File: config.mk
export PLATFORM = sky130hd
export DESIGN_NAME = nvr_ctrl
export DESIGN_NICKNAME = d
export VERILOG_FILES = /design/src/design/nvr_pkg.sv /design/src/design/nvr_ctrl.sv
export SDC_FILE = /design/constraint.sdc
export NUM_CORES = 1
export LEC_CHECK = 0
export BUFFER_PORTS_ARGS = -buffer_cell sky130_fd_sc_hd__buf_2
export CORE_AREA = 2 2 39 41
export CTS_BUF_LIST = sky130_fd_sc_hd__clkbuf_8
export CTS_CLUSTER_DIAMETER = 80
export DETAILED_ROUTE_END_ITERATION = 10
export DIE_AREA = 0 0 41 43
export PLACE_DENSITY_LB_ADDON = 0.12
export SYNTH_ARGS = -nofsm -noshare
export SYNTH_HDL_FRONTEND = slang
export SYNTH_SLANG_ARGS = --single-unit
File: constraint.sdc
create_clock -name clk -period 1.8 [get_ports clk]
set_input_delay 0.09 -clock clk [delete_from_list [all_inputs] [get_ports clk]]
set_output_delay 0.09 -clock clk [all_outputs]
set_load 0.1 [all_outputs]
File: src/design/nvr_pkg.sv
// ---------------------------------------------------------------------------
// nvr_pkg
// Types and constants shared by the NVRAM controller modules.
// ---------------------------------------------------------------------------
package nvr_pkg;

  // item kinds
  localparam logic [1:0] KIND_READ  = 2'd0;
  localparam logic [1:0] KIND_WRITE = 2'd1;
  localparam logic [1:0] KIND_TICK  = 2'd2;

  // address window limits
  localparam logic [15:0] SRAM_LIMIT    = 16'h8000;
  localparam logic [15:0] SCRATCH_LIMIT = 16'hC000;
  localparam logic [15:0] STATUS_LIMIT  = 16'hE000;

  // command opcodes with a copy
  localparam logic [7:0] OP_STORE = 8'd2;
  localparam logic [7:0] OP_LOAD  = 8'd3;

  // command countdown after reset
  localparam logic [15:0] DELAY_RESET = 16'd6000;

  // SRAM window word offset is address[14:2]
  localparam int WORD_W = 13;

  // controller -> datapath
  typedef struct packed {
    logic exec;        // transfer accepted this cycle
    logic mem_op;      // SRAM access using the latched word index
    logic rsp_load;    // capture a result into the output register
    logic rsp_mem;     // result comes from SRAM read data
    logic clear_step;  // zero one word of both stores
    logic copy_step;   // read one word of the copy source
  } nvr_cmd_t;

  // datapath -> controller
  typedef struct packed {
    logic sram_acc;    // item needs an SRAM access
    logic sram_rd;     // that access is a read
    logic copy_go;     // item finishes a store or load command
    logic mem_write;   // latched SRAM access is a write
    logic sweep_last;  // sweep counter at the last word
  } nvr_stat_t;

endpackage

File: src/design/nvr_ctrl.sv
// ---------------------------------------------------------------------------
// nvr_ctrl
// Sequencer: clearing pass, item intake, SRAM access, copy walk, result valid.
// ---------------------------------------------------------------------------
module nvr_ctrl (
  input  logic              clk,
  input  logic              rst,
  input  logic              req_valid,
  output logic              req_ready,
  output logic              rsp_valid,
  input  logic              rsp_ready,
  input  nvr_pkg::nvr_stat_t stat,
  output nvr_pkg::nvr_cmd_t  cmd
);
  import nvr_pkg::*;

  typedef enum logic [5:0] {
    ST_CLEAR = 6'b000001,
    ST_IDLE  = 6'b000010,
    ST_ADDR  = 6'b000100,
    ST_READ  = 6'b001000,
    ST_COPY  = 6'b010000,
    ST_DRAIN = 6'b100000
  } state_t;

  state_t state, state_next;
  logic   out_free;
  logic   accept;

  // output register can take a result this cycle
  assign out_free = !rsp_valid || rsp_ready;
  assign req_ready = (state == ST_IDLE) && out_free;
  assign accept = req_valid && req_ready;

  // next state and commands
  always_comb begin
    state_next     = state;
    cmd            = '0;
    unique case (state)
      ST_CLEAR: begin
        cmd.clear_step = 1'b1;
        if (stat.sweep_last) state_next = ST_IDLE;
      end
      ST_IDLE: begin
        if (accept) begin
          cmd.exec     = 1'b1;
          cmd.rsp_load = !stat.sram_rd;
          if (stat.sram_acc) state_next = ST_ADDR;
          else if (stat.copy_go) state_next = ST_COPY;
        end
      end
      ST_ADDR: begin
        cmd.mem_op = 1'b1;
        state_next = stat.mem_write ? ST_IDLE : ST_READ;
      end
      ST_READ: begin
        cmd.rsp_load = 1'b1;
        cmd.rsp_mem  = 1'b1;
        state_next   = ST_IDLE;
      end
      ST_COPY: begin
        cmd.copy_step = 1'b1;
        if (stat.sweep_last) state_next = ST_DRAIN;
      end
      ST_DRAIN: begin
        // last copy write lands this cycle
        state_next = ST_IDLE;
      end
      default: state_next = ST_CLEAR;
    endcase
  end

  // state and result valid
  always_ff @(posedge clk) begin
    if (rst) begin
      state     <= ST_CLEAR;
      rsp_valid <= 1'b0;
    end else begin
      state <= state_next;
      if (cmd.rsp_load) rsp_valid <= 1'b1;
      else if (rsp_ready) rsp_valid <= 1'b0;
    end
  end

endmodule

==> impl_metrics.env, run 1 <==
export IMPL_wirelength_um=1070
export IMPL_final_max_slew_violation_count=0
export IMPL_yosysUniqueCellTypes=31
export IMPL_hold_path_startpoint="stat[1]"
export IMPL_placed_cell_area_um2=618
export IMPL_ys_warn_count=0
export IMPL_cts_sinks=7
export IMPL_drtAntennaViolNets=0
export IMPL_start_kind="flop"
export IMPL_wl_per_cell_um=12.1
export IMPL_critical_path_class="reg -> out"
export IMPL_first_pass_iters=4
export IMPL_slowest_stage="dfxtp_1"
export IMPL_slew_headroom_pct=67.9
export IMPL_crit_chain="nor2_8 -> nand4b_4 -> or3_1 -> nand2_2 -> buf_12"
export IMPL_seqCellArea_um2=143
export IMPL_reg2reg_from="state[4]$_SDFFE_PP0P_"
export IMPL_setup_tns_final_ps=0
export IMPL_n_antenna_cell=0
export IMPL_grt_pass1_wl_um=1750
export IMPL_hold_viol_final=0
export IMPL_setup_viol=0
export IMPL_vias_per_cell=5.48
export IMPL_fillers=142
export IMPL_hold_path_class="in -> reg"
export IMPL_crit_path_end_kind="primary output"
export IMPL_reg2regPathDepth=4
export IMPL_fin_skew_ps=0.203
export IMPL_critPathRequiredTime_ps=1710
export IMPL_ir_drop_mv=0.450
export IMPL_critPathMaxFanout=7
export IMPL_layout_setup_ws_ps=72.4
export IMPL_busiest_layer="met2"
export IMPL_worstHoldPathCells=2
export IMPL_clockBufferDepth=2
export IMPL_cts_tree="done"
export IMPL_post_cts_buffers=0
export IMPL_met2_usage_pct=20.0
export IMPL_dp_hpwl_um=872
export IMPL_synth_area_um2=499
export IMPL_clock_fmax_mhz=579
export IMPL_multi_input_area_um2=332
export IMPL_die_h_um=43
export IMPL_met1_usage_pct=19.1
export IMPL_gp_congestion=0.771
export IMPL_grt_max_degree=9
export IMPL_antenna_found_initial=0
export IMPL_vias=482
export IMPL_fp_dieW_um=41
export IMPL_path_clk_slew_ps=40
export IMPL_grt_overflow=0
export IMPL_core_area_mm2=0.00138
export IMPL_synthCells=54
export IMPL_rsz0062_at_grt="false"
export IMPL_worst_pin_slew_ps=485
export IMPL_min_to="state[3]$_SDFFE_PP0P_"
export IMPL_p_leak_nw=0.289
export IMPL_dieArea_mm2=0.00176
export IMPL_fin_crit_sh_pct=96.0
export IMPL_io_pins=17
export IMPL_grt_usage_pct=15.0
export IMPL_cp_arrival_ps=1640
export IMPL_grtUsageMet3_pct=5.24
export IMPL_cts_buffers=3
export IMPL_syn_avg_cell_area_um2=9.24
export IMPL_area_delta_synth_final_pct=33.1
export IMPL_drc=0
export IMPL_dr_first_iter_drc_count=5
export IMPL_io_buffers=16
export IMPL_critPathTopFamily="simple AND/OR/NAND/NOR gates"
export IMPL_finalNetCount=82
export IMPL_clock_latency_ps=230
export IMPL_post_cts_resize_count=0
export IMPL_rr_endpoint="state[3]$_SDFFE_PP0P_"
export IMPL_synth_seq_area_share_pct=28.1
export IMPL_rows=14
export IMPL_critPathBufInv=1
export IMPL_ys_ff_latch=7
export IMPL_r2r_slack_ps=350
export IMPL_synth_fp_nets=63
export IMPL_initial_core_util_pct=36.1
export IMPL_maxCapViolations=0
export IMPL_grt_pass1_vias=417
export IMPL_fin_crit_ps=1730
export IMPL_drive_gt1_share_pct=43.1
export IMPL_htreeDepth=1
export IMPL_outcome="complete, no violations"
export IMPL_place_ws_ps=287
export IMPL_fin_area_um2=664
export IMPL_slowest_delay_ps=420
export IMPL_p_per_area_mw_per_mm2=978
export IMPL_root_buffer="clkbuf_8"
export IMPL_cts_hold_buf=0
==> layout by cell type (no fill, tap or decap), drive strengths merged, types with 3 or more instances in the layout <==
cell    count
buf        16
clkbuf      3
dfxtp       7
inv         5
nand2       4
nand4b      3
nor2        5
nor3        3
o211ai      3
xor2        3
==> how the worst max path moves through the flow <==
| stage | from | end | slack (ps) | cells past startpoint |
|---|---|---|---|---|
| finish | state[4]$_SDFFE_PP0P_ | cmd[3] | 70 | 5 |
| global route | state[5]$_SDFFE_PP0P_ | cmd[3] | 3 | 5 |
| CTS | state[3]$_SDFFE_PP0P_ | cmd[3] | 40 | 5 |
| detailed placement | state[3]$_SDFFE_PP0P_ | cmd[3] | 290 | 5 |
| global placement | state[3]$_SDFFE_PP0P_ | cmd[3] | 300 | 5 |
| floorplan | state[3]$_SDFFE_PP0P_ | req_ready | 160 | 4 |
==> routing by layer <==
| metal | up-vias | wire, um |
|---|---|---|
| li1 | 242 | - |
| met1 | 220 | 475 |
| met2 | 15 | 478 |
| met3 | 5 | 73 |
| met4 | 0 | 39 |
| met5 | - | 0 |
==> power by group <==
group | switching, mW | total [mW] | internal, mW
clock | 0.0722 | 0.220 | 0.148
sequential | 0.0220 | 0.189 | 0.167
combinational | 0.168 | 0.240 | 0.0721
==> area by class of cell <==
cell class | instances | area share [%]
Inverter | 4 | 2.26
Clock inverter | 1 | 0.565
Multi-Input combinational cell | 41 | 49.9
Tap cell | 16 | 3.01
Clock buffer | 3 | 6.21
Sequential cell | 7 | 21.5
Timing Repair Buffer | 16 | 16.6
==> sequential cells by signal, indices dropped and copies added, names as in the netlist <==
name,flops
rsp_valid,1
state,6
==> worst register-to-register path, cell delays in order (launching register included) <==
cell and delay [ps]:
dfxtp_1 560, xor2_1 110, and3_1 230, a21o_2 230, nor4b_2 240
==> kinds of logic (layout without fill, tap and decap cells) <==
family                    Yosys count  count (layout)  share of synthesized area (%)
and+or+nand+nor                    27              27                           43.4
AOI/OAI and AO/OA                  11              11                           15.8
DFF                                 7               7                           28.1
buffers and inverters               6              24                           7.52
xor gates and xnor gates            3               3                           5.26
==> per-stage QoR <==
step / utilization [%] / std cells / hold slack (ps) / power [mW]
after floorplan: - / 54 / 152 / 0.378
after global placement: 44.7 / 84 / 280 / 0.436
after detailed placement: 44.7 / 84 / 285 / 0.433
after CTS: 47.9 / 88 / 47.5 / 0.657
after global routing: 48.0 / 88 / 41.3 / 0.680
final: 48.0 / 88 / 40.8 / 0.650
==> cells in the mapped netlist (all sizes together) <==
cell type | instances | area [um2]
nand2b | 1 | 6.26
a21oi | 1 | 5.00
nand4b | 3 | 41.3
and4b | 2 | 25.0
nor3b | 1 | 7.51
buf | 2 | 22.5
a31oi | 1 | 6.26
nand3 | 1 | 5.00
o211ai | 3 | 22.5
nand2 | 4 | 15.0
dfxtp | 7 | 140
and2 | 1 | 6.26
xor2 | 3 | 26.3
a31o | 1 | 8.76
and4 | 1 | 10.0
nor4b | 2 | 23.8
o2111ai | 1 | 8.76
nor2 | 5 | 42.5
and3 | 1 | 6.26
o21ai | 2 | 10.0
a311oi | 1 | 8.76
inv | 4 | 15.0
nor3 | 3 | 15.0
or3 | 1 | 6.26
a21o | 1 | 8.76
nand4 | 1 | 6.26
(Power assumes the default switching activity.)
==> inputs of run 2 (changes only) <==
--- a/config.mk
+++ b/config.mk
@@ -12,6 +12,7 @@
 export DETAILED_ROUTE_END_ITERATION = 10
 export DIE_AREA = 0 0 41 43
 export PLACE_DENSITY_LB_ADDON = 0.12
+export RECOVER_POWER = 50
 export SYNTH_ARGS = -nofsm -noshare
 export SYNTH_HDL_FRONTEND = slang
 export SYNTH_SLANG_ARGS = --single-unit
==> impl_metrics.env, run 2 (same netlist as run 1, synthesis figures left out) <==
export IMPL_largest_reg_flops=6
export IMPL_setup_viol=0
export IMPL_finalNetCount=82
export IMPL_hold_path_class="in -> reg"
export IMPL_crit_path_end_kind="primary output"
export IMPL_drive_gt1_share_pct=41.7
export IMPL_start_kind="flop"
export IMPL_n_antenna_cell=0
export IMPL_rows=14
export IMPL_cts_hold_buf=0
export IMPL_fp_dieW_um=41
export IMPL_switching_share_pct=40.4
export IMPL_path_clk_slew_ps=40
export IMPL_fillers=143
export IMPL_clockBufferDepth=2
export IMPL_placed_cell_area_um2=618
export IMPL_die_h_um=43
export IMPL_slew_headroom_pct=23.2
export IMPL_p_int_mw=0.387
export IMPL_clock_latency_ps=230
export IMPL_gp_congestion=0.771
export IMPL_wirelength_um=1070
export IMPL_vias=482
export IMPL_top_regs="state: 6 flops, rsp_valid: 1 flops"
export IMPL_antenna_found_initial=0
export IMPL_grt_pass1_vias=417
export IMPL_dpl_cell_count=84
export IMPL_switchingPower_mw=0.262
export IMPL_ir_drop_mv=0.450
export IMPL_fin_crit_ps=1730
export IMPL_regMostFlops="state"
export IMPL_wl_per_cell_um=12.1
export IMPL_fin_skew_ps=0.203
export IMPL_first_pass_iters=4
export IMPL_final_cells=88
export IMPL_initial_core_util_pct=36.1
export IMPL_cts_sinks=7
export IMPL_dp_hpwl_um=872
export IMPL_p_per_area_mw_per_mm2=980
export IMPL_clock_fmax_mhz=579
export IMPL_core_area_mm2=0.00138
export IMPL_vias_per_cell=5.48
export IMPL_io_buffers=16
export IMPL_root_buffer="clkbuf_8"
export IMPL_htreeDepth=1
export IMPL_post_cts_buffers=0
export IMPL_drtAntennaViolNets=0
export IMPL_critical_path_class="reg -> out"
export IMPL_dr_first_iter_drc_count=5
export IMPL_grt_overflow=0
export IMPL_hold_viol_final=0
export IMPL_grt_usage_pct=15.0
export IMPL_p_leak_nw=0.285
export IMPL_fin_crit_sh_pct=96.0
export IMPL_p_comb_share_pct=37.0
export IMPL_setup_tns_final_ps=0
export IMPL_critPathRequiredTime_ps=1710
export IMPL_layout_common_cells="buf_2, inv_1, dfxtp_1"
export IMPL_final_max_slew_violation_count=0
export IMPL_critPathMaxFanout=7
export IMPL_cts_tree="done"
export IMPL_cp_arrival_ps=1640
export IMPL_io_pins=17
export IMPL_grt_max_degree=9
export IMPL_rsz0062_at_grt="false"
export IMPL_maxCapViolations=0
export IMPL_grt_pass1_wl_um=1750
export IMPL_drc=0
export IMPL_cts_buffers=3
export IMPL_fin_area_um2=663
export IMPL_clkPwrFrac_pct=33.9
export IMPL_outcome="complete, no violations"
export IMPL_dieArea_mm2=0.00176
export IMPL_seqPwrFrac_pct=29.2
export IMPL_final_common_cell="buf_2"
export IMPL_worst_pin_slew_ps=1160
export IMPL_p_total_mw=0.650
export IMPL_area_delta_synth_final_pct=32.8
[run 2: path summary, 6_finish.rpt]
kind	start	endpoint	slack (ps)	cells after the start
hold reg to reg	rsp_valid$_SDFFE_PP0P_	rsp_valid$_SDFFE_PP0P_	590	2
setup / recovery	state[4]$_SDFFE_PP0P_	cmd[3]	70	5
setup reg to reg	state[4]$_SDFFE_PP0P_	state[3]$_SDFFE_PP0P_	350	4
hold / removal	stat[1]	state[3]$_SDFFE_PP0P_	40	2
[run 2: worst max-delay path, cell delays in order (launching register included)]
cell and delay [ps]:
dfxtp_1 420, nor2_8 170, nand4b_4 140, or3_1 400, nand2_2 100, buf_12 170
[run 2: power by group through the flow]
stage / clock network (mW) / logic (mW) / registers, mW
6_report: 0.220 / 0.240 / 0.190
5_1_grt: 0.230 / 0.259 / 0.191
4_1_cts: 0.226 / 0.242 / 0.189
3_5_place_dp: 0 / 0.242 / 0.192
3_3_place_gp: 0 / 0.244 / 0.192
2_1_floorplan: 0 / 0.187 / 0.191
[run 2: stage by stage]
step / worst slack [ps] / hold slack (ps) / util (%)
2_1_floorplan: 160 / 152 / -
3_3_place_gp: 304 / 280 / 44.7
3_5_place_dp: 287 / 285 / 44.7
4_1_cts: 41.5 / 47.5 / 47.9
5_1_grt: 2.74 / 41.3 / 47.9
6_report: 72.4 / 40.8 / 47.9
[run 2: cell type report]
cell class / instances / area (um2) / share of cell area [%]
multi-input combinational: 41 / 332 / 50.0
sequential: 7 / 143 / 21.5
timing repair buffer: 16 / 109 / 16.4
clock buffer: 3 / 41.3 / 6.23
tap: 16 / 20.0 / 3.02
inverter: 4 / 15.0 / 2.26
clock inverter: 1 / 3.75 / 0.566
[run 2: what timing repair did]
item                                    CTS  global route
hold endpoints to repair                  0             0
endpoints found under the setup margin    0             2
gates resized for setup                   0             1
[run 2: metal layers]
metal	part of all wire [%]	GRT usage, %
met1	45	19.1
met2	45	20.0
met3	6.9	5.24
met4	3.7	10.7
met5	0	0
==> inputs of run 3 (changes only) <==
--- a/config.mk
+++ b/config.mk
@@ -6,11 +6,12 @@
 export NUM_CORES = 1
 export LEC_CHECK = 0
 export BUFFER_PORTS_ARGS = -buffer_cell sky130_fd_sc_hd__buf_2
-export CORE_AREA = 2 2 39 41
+export CORE_MARGIN = 2
+export CORE_UTILIZATION = 35
 export CTS_BUF_LIST = sky130_fd_sc_hd__clkbuf_8
 export CTS_CLUSTER_DIAMETER = 80
+export CTS_CLUSTER_SIZE = 10
 export DETAILED_ROUTE_END_ITERATION = 10
-export DIE_AREA = 0 0 41 43
 export PLACE_DENSITY_LB_ADDON = 0.12
 export RECOVER_POWER = 50
 export SYNTH_ARGS = -nofsm -noshare
==> impl_metrics.env, run 3 (same netlist as run 1, synthesis figures left out) <==
export IMPL_final_common_cell="buf_2"
export IMPL_rows=13
export IMPL_dp_hpwl_um=893
export IMPL_largest_reg_flops=6
export IMPL_grt_overflow=0
export IMPL_top_regs="state: 6 flops, rsp_valid: 1 flops"
export IMPL_critPathMaxFanout=7
export IMPL_hold_path_startpoint="stat[1]"
export IMPL_critPathRequiredTime_ps=1710
export IMPL_wl_per_cell_um=12.6
export IMPL_io_pins=17
export IMPL_fin_area_um2=662
export IMPL_grt_max_degree=9
export IMPL_crit_path_end_kind="primary output"
export IMPL_final_max_slew_violation_count=0
export IMPL_reg2reg_from="state[4]$_SDFFE_PP0P_"
export IMPL_root_buffer="clkbuf_8"
export IMPL_ir_drop_mv=0.641
export IMPL_critical_path_class="reg -> out"
export IMPL_placed_cell_area_um2=617
export IMPL_first_pass_iters=2
export IMPL_initial_core_util_pct=37.9
export IMPL_fp_dieW_um=41.8
export IMPL_setup_tns_final_ps=0
export IMPL_vias=472
export IMPL_fin_crit_ps=1730
export IMPL_grt_pass1_vias=423
export IMPL_clockBufferDepth=2
export IMPL_hold_path_class="in -> reg"
export IMPL_drc=0
export IMPL_start_kind="flop"
export IMPL_grt_pass1_wl_um=1930
export IMPL_clock_latency_ps=230
export IMPL_drive_gt1_share_pct=41.7
export IMPL_dieArea_mm2=0.00174
export IMPL_outcome="complete, no violations"
export IMPL_die_h_um=41.8
export IMPL_cts_buffers=3
export IMPL_p_per_area_mw_per_mm2=969
export IMPL_area_delta_synth_final_pct=32.6
export IMPL_fin_skew_ps=4.26
export IMPL_drtAntennaViolNets=0
export IMPL_n_antenna_cell=0
export IMPL_post_cts_buffers=0
export IMPL_vias_per_cell=5.43
export IMPL_cts_tree="done"
export IMPL_cp_arrival_ps=1640
export IMPL_fin_crit_sh_pct=95.9
export IMPL_cts_sinks=7
export IMPL_p_leak_nw=0.285
export IMPL_grt_usage_pct=14.7
export IMPL_worst_pin_slew_ps=1160
export IMPL_gp_congestion=0.833
export IMPL_finalNetCount=82
export IMPL_maxCapViolations=0
export IMPL_antenna_found_initial=0
export IMPL_layout_common_cells="buf_2, inv_1, dfxtp_1"
export IMPL_core_area_mm2=0.00132
export IMPL_htreeDepth=1
export IMPL_startpoint="state[4]$_SDFFE_PP0P_"
export IMPL_hold_viol_final=0
export IMPL_cts_hold_buf=0
export IMPL_path_clk_slew_ps=40
export IMPL_slew_headroom_pct=23.2
export IMPL_wirelength_um=1100
export IMPL_dr_first_iter_drc_count=3
export IMPL_regMostFlops="state"
export IMPL_io_buffers=16
export IMPL_setup_viol=0
export IMPL_clock_fmax_mhz=579
export IMPL_rsz0062_at_grt="false"
[run 3: metal layers]
layer  GRT usage (%)  vias to the layer above  share of wire [%]  routed length [um]
met1            17.4                      216                 43                 478
met3            6.96                        2                6.6                  73
met5               0                        -                  0                   0
met4            7.74                        0                1.5                  17
li1                -                      240                  -                   -
met2            21.9                       14                 48                 530
[run 3: timing repair]
item,CTS,global route
endpoints found under the setup margin,0,1
hold endpoints to repair,0,0
resized for setup,0,1
[run 3: final cells by class]
class,instances,area (um2)
clock buffers,3,41.3
fillers,133,656
repair buffers,16,109
flip-flops and latches,7,143
multi-input cells,41,332
well taps,15,18.8
clock inverters,1,3.75
inverters,4,15.0
[run 3: final timing paths]
check                                              end  cells past startpoint  slack, ps
worst max-delay path                            cmd[3]                      5         70
worst min register to register  rsp_valid$_SDFFE_PP0P_                      2        590
worst min-delay path             state[3]$_SDFFE_PP0P_                      2         50
worst max register to register   state[3]$_SDFFE_PP0P_                      4        320
[run 3: where the power goes]
group          internal, mW  switching, mW
combinational        0.0720          0.167
sequential            0.168         0.0220
clock                 0.147         0.0655
total                 0.387          0.254
[run 3: critical path, stage by stage, from the launching register on]
cell      delay [ps]
dfxtp_1          410
nor2_8           170
nand4b_4         150
or3_1            410
nand2_2          100
buf_12           170
[run 3: through the flow]
stage | cells | power (mW) | setup WS [ps] | hold slack [ps] | utilization (%)
after global placement | 83 | 0.437 | 316 | 288 | 46.8
after detailed placement | 83 | 0.433 | 272 | 290 | 46.8
after CTS | 87 | 0.648 | 36.1 | 56.1 | 50.2
after floorplan | 54 | 0.378 | 160 | 152 | -
final | 87 | 0.641 | 74.0 | 52.4 | 50.2
after global routing | 87 | 0.677 | 9.40 | 56.9 | 50.2
